<file path="config.mk">
export PLATFORM = sky130hd
export DESIGN_NAME = gsm_septet_unpacker
export DESIGN_NICKNAME = d
export VERILOG_FILES = /design/src/sv/gsu_pkg.sv /design/src/sv/gsm_septet_unpacker.sv /design/src/sv/gsu_front.sv /design/src/sv/gsu_resq.sv
export SDC_FILE = /design/constraint.sdc
export NUM_CORES = 1
export LEC_CHECK = 0
export ABC_AREA = 1
export BUFFER_PORTS_ARGS = -buffer_cell sky130_fd_sc_hd__buf_2
export CORE_MARGIN = 5
export CORE_UTILIZATION = 30
export CTS_BUF_LIST = sky130_fd_sc_hd__clkbuf_4 sky130_fd_sc_hd__clkbuf_8
export DETAILED_ROUTE_END_ITERATION = 7
export HOLD_SLACK_MARGIN = 0.12
export PLACE_DENSITY = 0.52
export SLEW_MARGIN = 40
export SYNTH_ARGS = -nofsm -noshare
export SYNTH_HDL_FRONTEND = slang
export SYNTH_SLANG_ARGS = --single-unit
</file>
<file path="constraint.sdc">
create_clock -name clk -period 6 [get_ports clk]
set_input_delay 0.9 -clock clk [delete_from_list [all_inputs] [get_ports clk]]
set_output_delay 0.9 -clock clk [all_outputs]
set_load 0.1 [all_outputs]
</file>
<file path="src/sv/gsu_pkg.sv">
// Shared types, constants and the septet remap function for the GSM septet unpacker.
// No dependencies; imported by gsu_front, gsu_resq and gsm_septet_unpacker.
package gsu_pkg;

	localparam int unsigned QueueDepth = 4;

	localparam logic [6:0] ChAt     = 7'd64;
	localparam logic [6:0] ChDollar = 7'd36;
	localparam logic [6:0] ChSpace  = 7'd32;
	localparam logic [6:0] ChNone   = 7'd0;
	localparam logic [2:0] LastPhase = 3'd6;

	typedef struct packed {
		logic [6:0] ch;
		logic       eom;
		logic       err;
	} result_t;

	// One or two results offered by the front stage to the result queue.
	typedef struct packed {
		logic    valid;
		logic    two;
		result_t r0;
		result_t r1;
	} push_t;

	function automatic logic [6:0] remap_septet(input logic [6:0] s);
		logic [6:0] r;
		r = s;
		if (s == 7'd0) begin
			r = ChAt;
		end else if (s == 7'd2) begin
			r = ChDollar;
		end else if (s inside {[7'd1:7'd9], 7'd11, 7'd12, [7'd14:7'd31],
				[7'd91:7'd95], [7'd123:7'd127]}) begin
			r = ChSpace;
		end
		return r;
	endfunction

endpackage

</file>
<file path="src/sv/gsm_septet_unpacker.sv">
// GSM 7-bit septet unpacker, top level; depends on gsu_pkg, gsu_front and gsu_resq.
// An accepted word is registered in s1, then written into the result queue that drives the outputs.
// Throughput: one word per cycle while the queue has room for two results. The seventh word of
// each group adds a second result; read out one per cycle, long runs of groups stall the input.
// Reset (arst_n low, asynchronous) empties the queue and returns the leftover bits, group
// phase and start-of-message flag to their initial values.
module gsm_septet_unpacker
	import gsu_pkg::*;
#(
	parameter int unsigned QUEUE_DEPTH = QueueDepth
) (
	input  logic       clk,
	input  logic       arst_n,
	input  logic       in_valid,
	output logic       in_ready,
	input  logic [7:0] packed_byte,
	input  logic       last_byte,
	output logic       out_valid,
	input  logic       out_ready,
	output logic [6:0] ascii_char,
	output logic       end_of_message,
	output logic       input_error
);

	push_t push;
	logic  take;

	gsu_front u_front (
		.clk         (clk),
		.arst_n      (arst_n),
		.in_valid    (in_valid),
		.in_ready    (in_ready),
		.packed_byte (packed_byte),
		.last_byte   (last_byte),
		.take        (take),
		.push        (push)
	);

	gsu_resq #(
		.DEPTH (QUEUE_DEPTH)
	) u_resq (
		.clk            (clk),
		.arst_n         (arst_n),
		.push           (push),
		.take           (take),
		.out_valid      (out_valid),
		.out_ready      (out_ready),
		.ascii_char     (ascii_char),
		.end_of_message (end_of_message),
		.input_error    (input_error)
	);

	// An error word is always a whole message by itself with no character.
	a_err_word: assert property (@(posedge clk) disable iff (!arst_n)
		out_valid && input_error |-> (ascii_char == ChNone) && end_of_message)
		else $error("error result carries a character or lacks end of message");

	// A two-result word never flags an error and ends the message only on its second result.
	a_two_shape: assert property (@(posedge clk) disable iff (!arst_n)
		push.valid && push.two |-> !push.r0.err && !push.r0.eom && !push.r1.err)
		else $error("malformed two-result word");

	// A word in the front stage that is not taken stays there.
	a_front_hold: assert property (@(posedge clk) disable iff (!arst_n)
		push.valid && !take |=> push.valid && $stable(push))
		else $error("front stage word lost or changed while stalled");

endmodule

</file>
<file path="src/sv/gsu_front.sv">
// Front stage: holds the leftover bits and group phase, registers each word into s1,
// and forms the one or two remapped results. Depends on gsu_pkg.
module gsu_front
	import gsu_pkg::*;
(
	input  logic       clk,
	input  logic       arst_n,
	input  logic       in_valid,
	output logic       in_ready,
	input  logic [7:0] packed_byte,
	input  logic       last_byte,
	input  logic       take,
	output push_t      push
);

	logic [5:0]  leftover_q;
	logic [2:0]  phase_q;
	logic        start_q;

	logic        valid_s1;
	logic [13:0] comb_s1;
	logic        two_s1;
	logic        last_s1;
	logic        err_s1;

	logic        accept;
	logic [2:0]  phase;
	logic [13:0] combined;
	logic        err;

	assign in_ready = !valid_s1 || take;
	assign accept   = in_valid && in_ready;

	assign phase    = (phase_q > LastPhase) ? 3'd0 : phase_q;
	assign combined = {8'd0, leftover_q} | ({6'd0, packed_byte} << phase);
	assign err      = start_q && last_byte && packed_byte[7];

	always_ff @(posedge clk or negedge arst_n) begin
		if (!arst_n) begin
			leftover_q <= '0;
			phase_q    <= '0;
			start_q    <= 1'b1;
			valid_s1   <= 1'b0;
		end else begin
			if (accept) begin
				valid_s1 <= 1'b1;
			end else if (take) begin
				valid_s1 <= 1'b0;
			end
			if (accept) begin
				if (err || last_byte) begin
					leftover_q <= '0;
					phase_q    <= '0;
					start_q    <= 1'b1;
				end else if (phase == LastPhase) begin
					leftover_q <= '0;
					phase_q    <= '0;
					start_q    <= 1'b0;
				end else begin
					leftover_q <= combined[12:7];
					phase_q    <= phase + 3'd1;
					start_q    <= 1'b0;
				end
			end
		end
	end

	always_ff @(posedge clk) begin
		if (accept) begin
			comb_s1 <= combined;
			two_s1  <= !err && (phase == LastPhase);
			last_s1 <= last_byte;
			err_s1  <= err;
		end
	end

	always_comb begin
		push.valid = valid_s1;
		push.two   = two_s1;
		if (err_s1) begin
			push.r0 = '{ch: ChNone, eom: 1'b1, err: 1'b1};
		end else begin
			push.r0 = '{ch: remap_septet(comb_s1[6:0]), eom: last_s1 && !two_s1, err: 1'b0};
		end
		push.r1 = '{ch: remap_septet(comb_s1[13:7]), eom: last_s1, err: 1'b0};
	end

endmodule

</file>
<file path="src/sv/gsu_resq.sv">
// Result queue: takes one or two results per word from the front stage and
// hands them out one per cycle while out_ready is high. Depends on gsu_pkg.
module gsu_resq
	import gsu_pkg::*;
#(
	parameter int unsigned DEPTH = QueueDepth
) (
	input  logic       clk,
	input  logic       arst_n,
	input  push_t      push,
	output logic       take,
	output logic       out_valid,
	input  logic       out_ready,
	output logic [6:0] ascii_char,
	output logic       end_of_message,
	output logic       input_error
);

	localparam int unsigned PtrW = (DEPTH > 1) ? $clog2(DEPTH) : 1;
	localparam int unsigned CntW = $clog2(DEPTH + 1);
	localparam logic [PtrW-1:0] PtrLast = PtrW'(DEPTH - 1);
	localparam logic [CntW-1:0] CntRoom = CntW'(DEPTH - 2);

	result_t         mem_q [DEPTH];
	logic [PtrW-1:0] wr_ptr_q;
	logic [PtrW-1:0] rd_ptr_q;
	logic [CntW-1:0] cnt_q;

	logic [PtrW-1:0] wr_ptr_p1;
	logic [PtrW-1:0] wr_ptr_p2;
	logic [PtrW-1:0] rd_ptr_p1;
	logic            pop;
	logic [CntW-1:0] push_n;

	function automatic logic [PtrW-1:0] ptr_inc(input logic [PtrW-1:0] p);
		return (p == PtrLast) ? '0 : p + PtrW'(1);
	endfunction

	// A word moves on only when room for two results is free, whatever it carries.
	assign take      = push.valid && (cnt_q <= CntRoom);
	assign out_valid = (cnt_q != '0);
	assign pop       = out_valid && out_ready;
	assign push_n    = take ? (push.two ? CntW'(2) : CntW'(1)) : '0;

	assign wr_ptr_p1 = ptr_inc(wr_ptr_q);
	assign wr_ptr_p2 = ptr_inc(wr_ptr_p1);
	assign rd_ptr_p1 = ptr_inc(rd_ptr_q);

	always_ff @(posedge clk or negedge arst_n) begin
		if (!arst_n) begin
			wr_ptr_q <= '0;
			rd_ptr_q <= '0;
			cnt_q    <= '0;
		end else begin
			if (take) begin
				wr_ptr_q <= push.two ? wr_ptr_p2 : wr_ptr_p1;
			end
			if (pop) begin
				rd_ptr_q <= rd_ptr_p1;
			end
			cnt_q <= cnt_q + push_n - (pop ? CntW'(1) : CntW'(0));
		end
	end

	always_ff @(posedge clk) begin
		if (take) begin
			mem_q[wr_ptr_q] <= push.r0;
			if (push.two) begin
				mem_q[wr_ptr_p1] <= push.r1;
			end
		end
	end

	assign ascii_char     = mem_q[rd_ptr_q].ch;
	assign end_of_message = mem_q[rd_ptr_q].eom;
	assign input_error    = mem_q[rd_ptr_q].err;

endmodule

</file>
**After elaboration in Yosys (flattened, before gate mapping)**

Memory sizes are Yosys's and may differ from the RTL's.
Index checks and enable logic that the tools add are counted.

- Word-level logic and storage cells: 101
- Bits in read-only memories: 0
- Bits in registers: 35
- Bits in latches: 0
- Output and inout bits: 11
- Bits in writable memories: 36
- Memories kept: 1

Memory list:

| memory | words | width | rd ports | clocked after Yosys merged registers in | write ports | line | text |
|---|---|---|---|---|---|---|---|
| u_resq.mem_q | 4 | 9 | 1 | 0 | 2 | gsu_resq.sv:24 | `result_t mem_q [DEPTH];` |

- Order comparisons: 18
- $add $sub $neg: 6
- Mux-type cells: 27
- $mul: 0
- Shift operators: 1
- Eq/ne operators: 10
- Reductions and logical operators: 26
- Bitwise logic cells: 1
- Div/mod/pow operators: 0

Operators with widths:

| kind | number |
|---|---|
| $mux W7 | 6 |
| $eq A7 B4 Y1 const B | 4 |
| $ge A7 B7 Y1 const B | 4 |
| $le A7 B7 Y1 const B | 4 |
| $logic_and A1 B1 Y1 | 15 |
| $eq A7 B2 Y1 const B | 2 |
| $ge A7 B1 Y1 const B | 2 |
| $ge A7 B4 Y1 const B | 2 |
| $le A7 B4 Y1 const B | 2 |
| $le A7 B5 Y1 const B | 2 |
| $logic_not A7 Y1 | 2 |
| $or A6 B14 Y14 | 1 |
| $shl A8 B3 Y14 | 1 |
| $mux W3 | 4 |
| $mux W6 | 2 |
| $reduce_bool A6 Y1 | 2 |
| $mux W2 | 5 |
| $mux W1 | 9 |
| $mux W9 | 1 |
| $add A2 B1 Y2 const B | 3 |
| $eq A2 B2 Y1 const B | 3 |
| $add A3 B1 Y3 const B | 1 |
| $add A3 B3 Y3 | 1 |
| $eq A3 B3 Y1 const B | 1 |
| 7 further kinds | 10 |

**Depth between registers and ports, before layout**

Gate-level depths: netlist of the first run.

- Depth after elaboration: 7
- Gate-level depth with buffers: 12
- Mapped depth without buffers: 11

**Hierarchy**

A second synthesis of the first run with hierarchy kept.

- Cells, all modules: 522
- Area total of the unflattened synthesis: 4299.1 um^2

Modules (own cells, without submodules):

| module | area each (um^2) | times used | cells each |
|---|---|---|---|
| gsu_resq | 2524.9 | 1 | 280 |
| gsu_front | 1774.2 | 1 | 242 |

**Worst setup path before layout of the first run**

No wires, ideal clock.

- Kind: register to output
- Start: reg u_resq.rd_ptr_q[0]
- End: out ascii_char[0]
- Setup slack: 2.648 ns
- Data arrival time: 2.452 ns
- Cell stages (with the launch flop): 5
- Cells stage by stage: dfrtp_1 -> clkbuf_1 -> clkbuf_1 -> nor2_1 -> o22ai_1

- Word-level cells in the longest chain between the ends: 1

Ends and longest elaborated chain:

| element | line | text |
|---|---|---|
| from (decl) | gsu_resq.sv:26 | `logic [PtrW-1:0] rd_ptr_q;` |
| from (signal assigned) | gsu_resq.sv:59 | `rd_ptr_q <= rd_ptr_p1;` |
| $mem_v2 Z4 W9 | -- |  |
| to (decl) | gsm_septet_unpacker.sv:20 | `output logic [6:0] ascii_char,` |

Every way passes these cells.

**Worst setup path in the final report of the first run**

- Start: reg u_resq.rd_ptr_q[0]
- End: out input_error

- Word-level cells in the longest chain between the ends: 1

Ends and longest elaborated chain:

| element | line | text |
|---|---|---|
| $mem_v2 Z4 W9 | -- |  |
| to (decl) | gsm_septet_unpacker.sv:22 | `output logic input_error` |

Every way passes these cells.

==> results of run 1 <==
==> stage by stage <==
step	area, um2	hold WS, ps	std cells	total power [W]	utilization
5_1_grt	4530	502	667	0.00286	0.343
3_3_place_gp	4300	459	651	0.00220	0.326
3_5_place_dp	4300	466	651	0.00223	0.326
6_report	4530	481	667	0.00266	0.343
4_1_cts	4530	483	667	0.00268	0.343
2_1_floorplan	4010	442	462	0.00196	-
==> final cells by class <==
cell class | instances | area [um2]
Fill cell | 1382 | 8660
Clock buffer | 9 | 124
Tap cell | 176 | 220
Sequential cell | 71 | 2000
Multi-Input combinational cell | 319 | 1720
Inverter | 61 | 234
Clock inverter | 7 | 111
Timing Repair Buffer | 24 | 123
==> report_power, final <==
part / leakage (nW) / switching (W) / internal (W)
Clock: 0.118 / 0.000178 / 0.000273
Combinational: 1.10 / 0.00102 / 0.000308
Sequential: 0.734 / 0.000156 / 0.000726
==> critical path: stages (launching register included) <==
cell	delay, ps
dfrtp_1	600
inv_2	340
o21ai_0	130
o22ai_1	160
buf_2	460
==> layout by cell type (no fill, tap or decap), drive strengths merged, types with 6 or more instances in the layout <==
cell	n
dfrtp	17
clkbuf	9
o22ai	17
a21oi	8
o21ai	66
nor2	40
edfxtp	49
clkinv	6
inv	59
buf	24
nand2	118
nand4	21
ha	9
nand3	25
==> kinds of logic after synthesis <==
| kind of cell | count (synthesis) |
|---|---|
| and+or+nand+nor | 207 |
| AOI/OAI and AO/OA | 98 |
| buffers and inverters | 72 |
| DFF | 71 |
| adders and majority gates | 10 |
| xor gates and xnor gates | 3 |
| muxes | 1 |
==> routing by layer <==
layer / vias to the layer above / GRT usage / routed length [um]
met5: - / 0 / 0
met4: 0 / 0.0351 / 125
met3: 8 / 0.0275 / 306
met2: 64 / 0.196 / 4230
met1: 1453 / 0.157 / 4350
li1: 1632 / - / -
==> how the worst max path moves through the flow <==
stage,startpoint,endpoint,slack [ps]
after floorplan,u_resq.rd_ptr_q[0]$_DFFE_PN0P_,ascii_char[0],2650
after global placement,out_ready,u_resq.cnt_q[2]$_DFF_PN0_,3310
after detailed placement,out_ready,u_resq.cnt_q[2]$_DFF_PN0_,3270
after CTS,u_resq.rd_ptr_q[0]$_DFFE_PN0P_,input_error,3040
after global routing,u_resq.rd_ptr_q[0]$_DFFE_PN0P_,ascii_char[4],2920
final,u_resq.rd_ptr_q[0]$_DFFE_PN0P_,input_error,3070
==> registers in the layout, summed over array words and instances (netlist names) <==
register            count
u_front.comb_s1        14
u_front.two_s1          1
u_front.last_s1         1
u_resq.wr_ptr_q         2
u_front.phase_q         3
u_front.err_s1          1
u_front.start_q         1
u_resq.mem_q           36
u_resq.rd_ptr_q         2
u_front.valid_s1        1
u_front.leftover_q      6
u_resq.cnt_q            3
==> flow_summary.json, run 1 <==
{
  "grt_start_max_net_pins": 24,
  "setup-violations-final": 0,
  "clkTransAtPathRegs_ps": 80,
  "synth-seq-cells": 71,
  "drt_wl_total_um": 9020,
  "worstSetupPathType": "flip-flop to output port",
  "cts_num_sinks": 71,
  "die-area_um2": 15800,
  "period_share": 0.488,
  "diodes": 0,
  "synthAdderAreaFrac": 0.0331,
  "rsz0062_at_grt": "false",
  "insertion_delay_ps": 340,
  "top_level_ports": 24,
  "relSlewSlack": 0.494,
  "postCtsHoldBufs": 0,
  "yosysMostFrequentCell": "nand2_1",
  "drv_slew": 0,
  "cts_tree": "yes",
  "cp.arrival_ps": 2030,
  "fin_crit_ps": 2930,
  "grt-ovfl-total": 0,
  "min_path_type": "primary input to async pin",
  "end_kind": "output port",
  "synthTopCellsByArea": "edfxtp_1, dfrtp_1, nand2_1",
  "h-tree-depth": 3,
  "synth_edf_count": 49,
  "vias_per_cell": 4.73,
  "rrSetupSlack_ps": 3800,
  "grt_first_pass_wirelength_um": 15600,
  "ant_nets": 0,
  "track_usage": 0.119,
  "synth_top_family_by_area": "simple AND/OR/NAND/NOR gates",
  "synthMuxAreaShare": 0.00249,
  "cp_max_fo": 21,
  "cts_buffers": 9,
  "cts.path.max_buffers": 2,
  "syn_nets": 485,
  "p_leak_nw": 1.95,
  "core_area_um2": 13200,
  "synth_ff_type": "edfxtp_1",
  "synthSimpleGateAreaFrac": 0.237,
  "startpoint_type": "flip-flop",
  "ys_types": 45,
  "grt_pass1_vias": 3161,
  "rr_startpoint": "u_resq.cnt_q[2]$_DFF_PN0_",
  "synth_top_area_cell": "edfxtp_1",
  "postCtsSetupRepairBufs": 0,
  "cts_resized": 0,
  "dp_hpwl_um": 7040,
  "reg2reg_to": "u_resq.cnt_q[2]$_DFF_PN0_",
  "vias": 3157,
  "syn_area_um2": 4010,
  "drive_above_1_share": 0.167,
  "required_ps": 5100,
  "start_util": 0.304,
  "status": "finished, final reports clean",
  "hold_viol": 0,
  "drc": 0,
  "first_pass_iters": 4,
  "post-place-ws_ps": 3270,
  "ys_seq_area_frac": 0.499,
  "synth_top_area_frac": 0.367,
  "syn_to_final_growth_pct": 12.9,
  "gp_congestion": 0.822,
  "die_h_um": 126,
  "syn_avg_cell_area_um2": 8.69,
  "tightest_slew_ps": 754,
  "ys_top_cells_by_count": "nand2_1, edfxtp_1, inv_1",
  "portBuffers": 23,
  "async_flop_share": 0.254,
  "rr_worst_depth": 9,
  "timing.final.ws_setup_ps": 3070,
  "yosys_warnings": 0,
  "skew_ps": 8.52,
  "wl_per_cell_um": 13.5,
  "powerDensity_nw_per_um2": 588,
  "synth_compound_area_frac": 0.149,
  "fp-row-count": 42,
  "die-width_um": 126,
  "finalSetupTns_ps": 0,
  "fin_nets": 509,
  "cap_violations": 0,
  "cts-root-buf": "clkbuf_8",
  "ir_worst_vdd_mv": 0.219,
  "drt_iter0_drc": 174,
  "max_freq_mhz": 342,
  "antenna_found_initial": 0,
  "yosys.area_share.xor_xnor": 0.00655,
  "synth_cells": 462
}
Note: power is estimated with default switching activity, not from simulation.
==> run 2, diff against run 1 <==
- clock period: 6 -> 2.9 ns (I/O delays scaled with it)
==> run 2 against run 1 <==
  * Core utilization shrank 0.057 points
  * Sequential share of layout area up 0.073 points
  * Clock power is 87% higher
  * Sequential cell count is the same
  * Die area unchanged
  * Wire length rose by 1.9%
  * Design area decreased by 0.17%
  * Non-clock buffer count grew 2
  * Critical path depth stayed put
  * Critical endpoint unchanged
  * Highest routed layer unchanged
==> flow_summary.json, run 2 (synthesized netlist as in run 1, its figures left out) <==
{
  "cts_tree": "yes",
  "required_ps": 2470,
  "rsz0062_at_grt": "false",
  "antenna_found_initial": 0,
  "p_leak_nw": 1.95,
  "rrSetupSlack_ps": 620,
  "track_usage": 0.122,
  "crit_path_cell_trace": "inv_2, o21ai_0, o22ai_1, buf_2",
  "die_h_um": 126,
  "grt-ovfl-total": 0,
  "core_area_um2": 13200,
  "cap_violations": 0,
  "die-area_um2": 15800,
  "cpPeakStageDelay_ps": 600,
  "cp_slowest_cell": "dfrtp_1",
  "top_level_ports": 24,
  "clkTransAtPathRegs_ps": 70,
  "final_common_cell": "nand2_1",
  "end_kind": "output port",
  "tightest_slew_ps": 723,
  "gp_congestion": 0.830,
  "whs_ps": 324,
  "fin_nets": 511,
  "gr-usage-met3": 0.0301,
  "drc": 0,
  "finalSetupTns_ps": 0,
  "grt_use_met2": 0.196,
  "ant_nets": 0,
  "max_freq_mhz": 407,
  "diodes": 0,
  "largest_reg_flops": 36,
  "skew_ps": 7.43,
  "cp_max_fo": 21,
  "final_cell_mix": "nand2_1, edfxtp_1, inv_1",
  "drt_wl_total_um": 9190,
  "syn_to_final_growth_pct": 12.7,
  "drive_above_1_share": 0.168,
  "dp_hpwl_um": 7050,
  "hp-start": "last_byte",
  "relSlewSlack": 0.515,
  "drv_slew": 0,
  "vias": 3168,
  "cts_buffers": 9,
  "cp-startpoint": "u_resq.rd_ptr_q[0]$_DFFE_PN0P_",
  "cts-root-buf": "clkbuf_8",
  "fp-row-count": 42,
  "insertion_delay_ps": 350,
  "cp.arrival_ps": 2020,
  "top_usage_layer": "met2",
  "die-width_um": 126,
  "vias_per_cell": 4.74,
  "hold_viol": 0,
  "first_pass_iters": 5,
  "critPathTopFamily": "buffers and inverters",
  "ir_worst_vdd_mv": 0.350,
  "grt_first_pass_wirelength_um": 15600,
  "regMostFlops": "u_resq.mem_q",
  "period_share": 0.847,
  "start_util": 0.304,
  "critPathBufInv": 2,
  "rr_startpoint": "u_resq.cnt_q[2]$_DFF_PN0_",
  "startpoint_type": "flip-flop",
  "setup-violations-final": 0,
  "cts_num_sinks": 71,
  "status": "finished, final reports clean",
  "grt_start_max_net_pins": 24,
  "cts.path.max_buffers": 2,
  "worstSetupPathType": "flip-flop to output port",
  "grt.met1_usage": 0.162,
  "wl_per_cell_um": 13.7,
  "h-tree-depth": 3,
  "fin_crit_ps": 2460,
  "drt_iter0_drc": 248,
  "powerDensity_nw_per_um2": 1210,
  "grt_pass1_vias": 3028,
  "min_path_type": "primary input to flip-flop",
  "largestRegisters": "u_resq.mem_q: 36 flops, u_front.comb_s1: 14 flops, u_front.leftover_q: 6 flops",
  "portBuffers": 23
}
run 2: cell count changes in the layout (fill, tap and decap cells not counted), sizes merged:
cell	change
buf	+1
bufinv	-1
dlygate4sd3	+1
inv	+1
run 2: worst paths after layout:
kind	endpoint	cells past startpoint
min in group asynchronous	u_resq.rd_ptr_q[1]$_DFFE_PN0P_	2
setup reg to reg	u_resq.cnt_q[2]$_DFF_PN0_	9
setup / recovery	input_error	4
hold / removal	u_front.last_s1$_DFFE_PP_	1
max in group asynchronous	u_front.start_q$_DFFE_PN1P_	2
hold reg to reg	u_resq.mem_q[3][0]$_SDFFE_PP0P_	2
run 2: what timing repair did:
action,4_1_cts,5_1_grt
hold endpoints to repair,17,0
setup buffers,0,0
resized for setup,0,0
hold buffers,1,0
run 2: per-stage QoR:
stage               power (W)  cells  setup slack, ps  cell area, um2  utilization
detailed placement    0.00463    652              544            4300        0.326
global route          0.00584    669              232            4520        0.343
global placement      0.00456    652              687            4300        0.326
CTS                   0.00548    669              401            4520        0.343
floorplan             0.00406    462             13.5            4010            -
finish                0.00545    669              443            4520        0.343
run 2: cell type report:
cell class	instances	area [um2]
flip-flops and latches	71	2000
inverters	61	234
well taps	176	220
multi-input cells	319	1720
fillers	1381	8670
repair buffers	26	140
clock buffers	9	124
clock inverters	7	86.3
run 2: per-layer routing:
layer  up-vias  wire length [um]
met5         -                 0
met4         0               117
met3         9               347
met2        65              4410
met1      1469              4310
li1       1625                 -
run 2: power by group:
part / switching [W] / leakage, nW / internal [W]
logic: 0.00213 / 1.11 / 0.000647
registers: 0.000325 / 0.734 / 0.00150
clock network: 0.000368 / 0.108 / 0.000478
total: 0.00282 / 1.95 / 0.00263
==> run 3, diff against run 2 <==
- PLACE_DENSITY: 0.52 -> 0.54
- clock period: 2.9 -> 1.98 ns (I/O delays scaled with it)
==> run 3 against run 2 <==
  * The flow now finishes with violations (setup timing)
  * Sequential share of layout area down 4.0 points
  * Clock skew up 4.7 ps
  * Clock-buffer cell count unchanged
  * Via count up 1.6%
  * Non-clock buffer count up 18
  * Global-route usage down 0.23 points
  * Final cell count up 2.7%
  * First-iteration DRC count down 52%
  * Largest cell class unchanged
==> flow_summary.json, run 3 (synthesized netlist as in run 1, its figures left out) <==
{
  "fin_cells": 687,
  "gp_congestion": 0.859,
  "place_area_um2": 4650,
  "dp_cells": 664,
  "vias_per_cell": 4.68,
  "regMostFlops": "u_resq.mem_q",
  "startpoint_type": "flip-flop",
  "relSlewSlack": 0.679,
  "cts_num_sinks": 71,
  "grt_first_pass_wirelength_um": 15500,
  "cts_tree": "yes",
  "crit_path_cell_trace": "nor2_2, a21boi_2, ha_1, inv_1, ha_1, inv_2, fa_2, xnor2_2, xor2_1",
  "tightest_slew_ps": 485,
  "powerDensity_nw_per_um2": 1860,
  "ir_worst_vdd_mv": 0.400,
  "cp_max_fo": 3,
  "final_cell_mix": "nand2_1, edfxtp_1, inv_1",
  "die-width_um": 126,
  "worstSetupPathType": "flip-flop to flip-flop",
  "start_util": 0.304,
  "clkTransAtPathRegs_ps": 80,
  "final_common_cell": "nand2_1",
  "violations": "setup timing",
  "cpPeakStageDelay_ps": 420,
  "cap_violations": 0,
  "syn_to_final_growth_pct": 23.9,
  "cts_buffers": 9,
  "setup-violations-final": 1,
  "h-tree-depth": 3,
  "fin_nets": 529,
  "end_kind": "flip-flop",
  "grt_pass1_vias": 3214,
  "grt_start_max_net_pins": 24,
  "cp.arrival_ps": 2220,
  "finalSetupTns_ps": -1.24,
  "p_leak_nw": 2.13,
  "period_share": 1.00,
  "cts.path.max_buffers": 2,
  "power_w": 0.00923,
  "min_path_type": "primary input to flip-flop",
  "critPathBufInv": 2,
  "fin_crit_ps": 1980,
  "top_level_ports": 24,
  "rsz0062_at_grt": "true",
  "die-area_um2": 15800,
  "fp-row-count": 42,
  "hold_viol": 0,
  "first_pass_iters": 4,
  "cts-root-buf": "clkbuf_8",
  "wl_per_cell_um": 13.0,
  "cpMostUsedCell": "ha_1",
  "drc": 0,
  "drive_above_1_share": 0.235,
  "status": "finished with violations",
  "required_ps": 2220,
  "die_h_um": 126,
  "final_cell_area_um2": 4970,
  "max_freq_mhz": 505,
  "timing.final.ws_setup_ps": -1.24,
  "drt_iter0_drc": 120,
  "portBuffers": 23,
  "cp_slowest_cell": "dfrtp_1",
  "vias": 3218,
  "track_usage": 0.120,
  "antenna_found_initial": 0,
  "largestRegisters": "u_resq.mem_q: 36 flops, u_front.comb_s1: 14 flops, u_front.leftover_q: 6 flops",
  "core_area_um2": 13200,
  "critPathTopFamily": "adder cells",
  "ant_nets": 0,
  "largest_reg_flops": 36,
  "drv_slew": 0,
  "dp_hpwl_um": 6970,
  "drt_wl_total_um": 8950,
  "post-place-ws_ps": -57.6,
  "skew_ps": 12.2,
  "grt-ovfl-total": 0,
  "insertion_delay_ps": 360,
  "diodes": 0
}
[run 3: cell types whose count changed in the layout (fill, tap and decap cells not counted), moves of 9 or more]
cell	previous run	this run
o22ai_1	16	7
buf_12	0	9
buf_2	23	14
buf_4	2	19
[run 3: worst paths after layout]
| kind | start | to | slack, ps | cells after the start |
|---|---|---|---|---|
| worst max-delay path | u_resq.cnt_q[2]$_DFF_PN0_ | u_resq.cnt_q[2]$_DFF_PN0_ | -1 | 9 |
| worst min-delay path | last_byte | u_front.last_s1$_DFFE_PP_ | 180 | 1 |
| worst max register to register | u_resq.cnt_q[2]$_DFF_PN0_ | u_resq.cnt_q[2]$_DFF_PN0_ | -1 | 9 |
| worst min register to register | u_resq.mem_q[3][0]$_SDFFE_PP0P_ | u_resq.mem_q[3][0]$_SDFFE_PP0P_ | 480 | 2 |
| max in group asynchronous | arst_n | u_front.start_q$_DFFE_PN1P_ | 1230 | 2 |
| min in group asynchronous | arst_n | u_front.phase_q[1]$_DFFE_PN0P_ | 410 | 2 |
[run 3: per-stage QoR]
step / hold WS, ps / utilization
finish: 175 / 0.377
global route: 159 / 0.377
CTS: 160 / 0.373
detailed placement: 285 / 0.353
global placement: 273 / 0.353
floorplan: 1.41 / -
[run 3: routing by layer]
layer  track usage  vias up  wire length [um]
met5             0        -                 0
met1         0.151     1463              4100
met4        0.0644        0               297
met2         0.194       65              4210
li1              -     1666                 -
met3        0.0237       24               340
[run 3: final cells by class]
class | count | area (um2)
Clock inverter | 7 | 118
Tap cell | 176 | 220
Sequential cell | 71 | 2000
Inverter | 61 | 240
Clock buffer | 9 | 124
Multi-Input combinational cell | 319 | 1850
Fill cell | 1329 | 8220
Timing Repair Buffer | 44 | 414
[run 3: repair_timing]
item,in CTS,in global routing
setup endpoints to repair,1,17
gates resized for setup,4,13
pin swaps,3,7
hold buffers,1,0
buffers inserted,1,5
hold endpoints to repair,17,0
[run 3: where the power goes]
part	switching (W)	internal [W]	total, W	leakage, nW
Sequential	0.000403	0.00220	0.00260	0.734
Clock	0.000561	0.000841	0.00140	0.124
Combinational	0.00347	0.00175	0.00523	1.27
[run 3: worst register-to-register path, cell delays in order (launching register included)]
cell and delay (ps):
dfrtp_1 420, nor2_2 160, a21boi_2 80, ha_1 270, inv_1 60, ha_1 160
inv_2 50, fa_2 400, xnor2_2 140, xor2_1 140
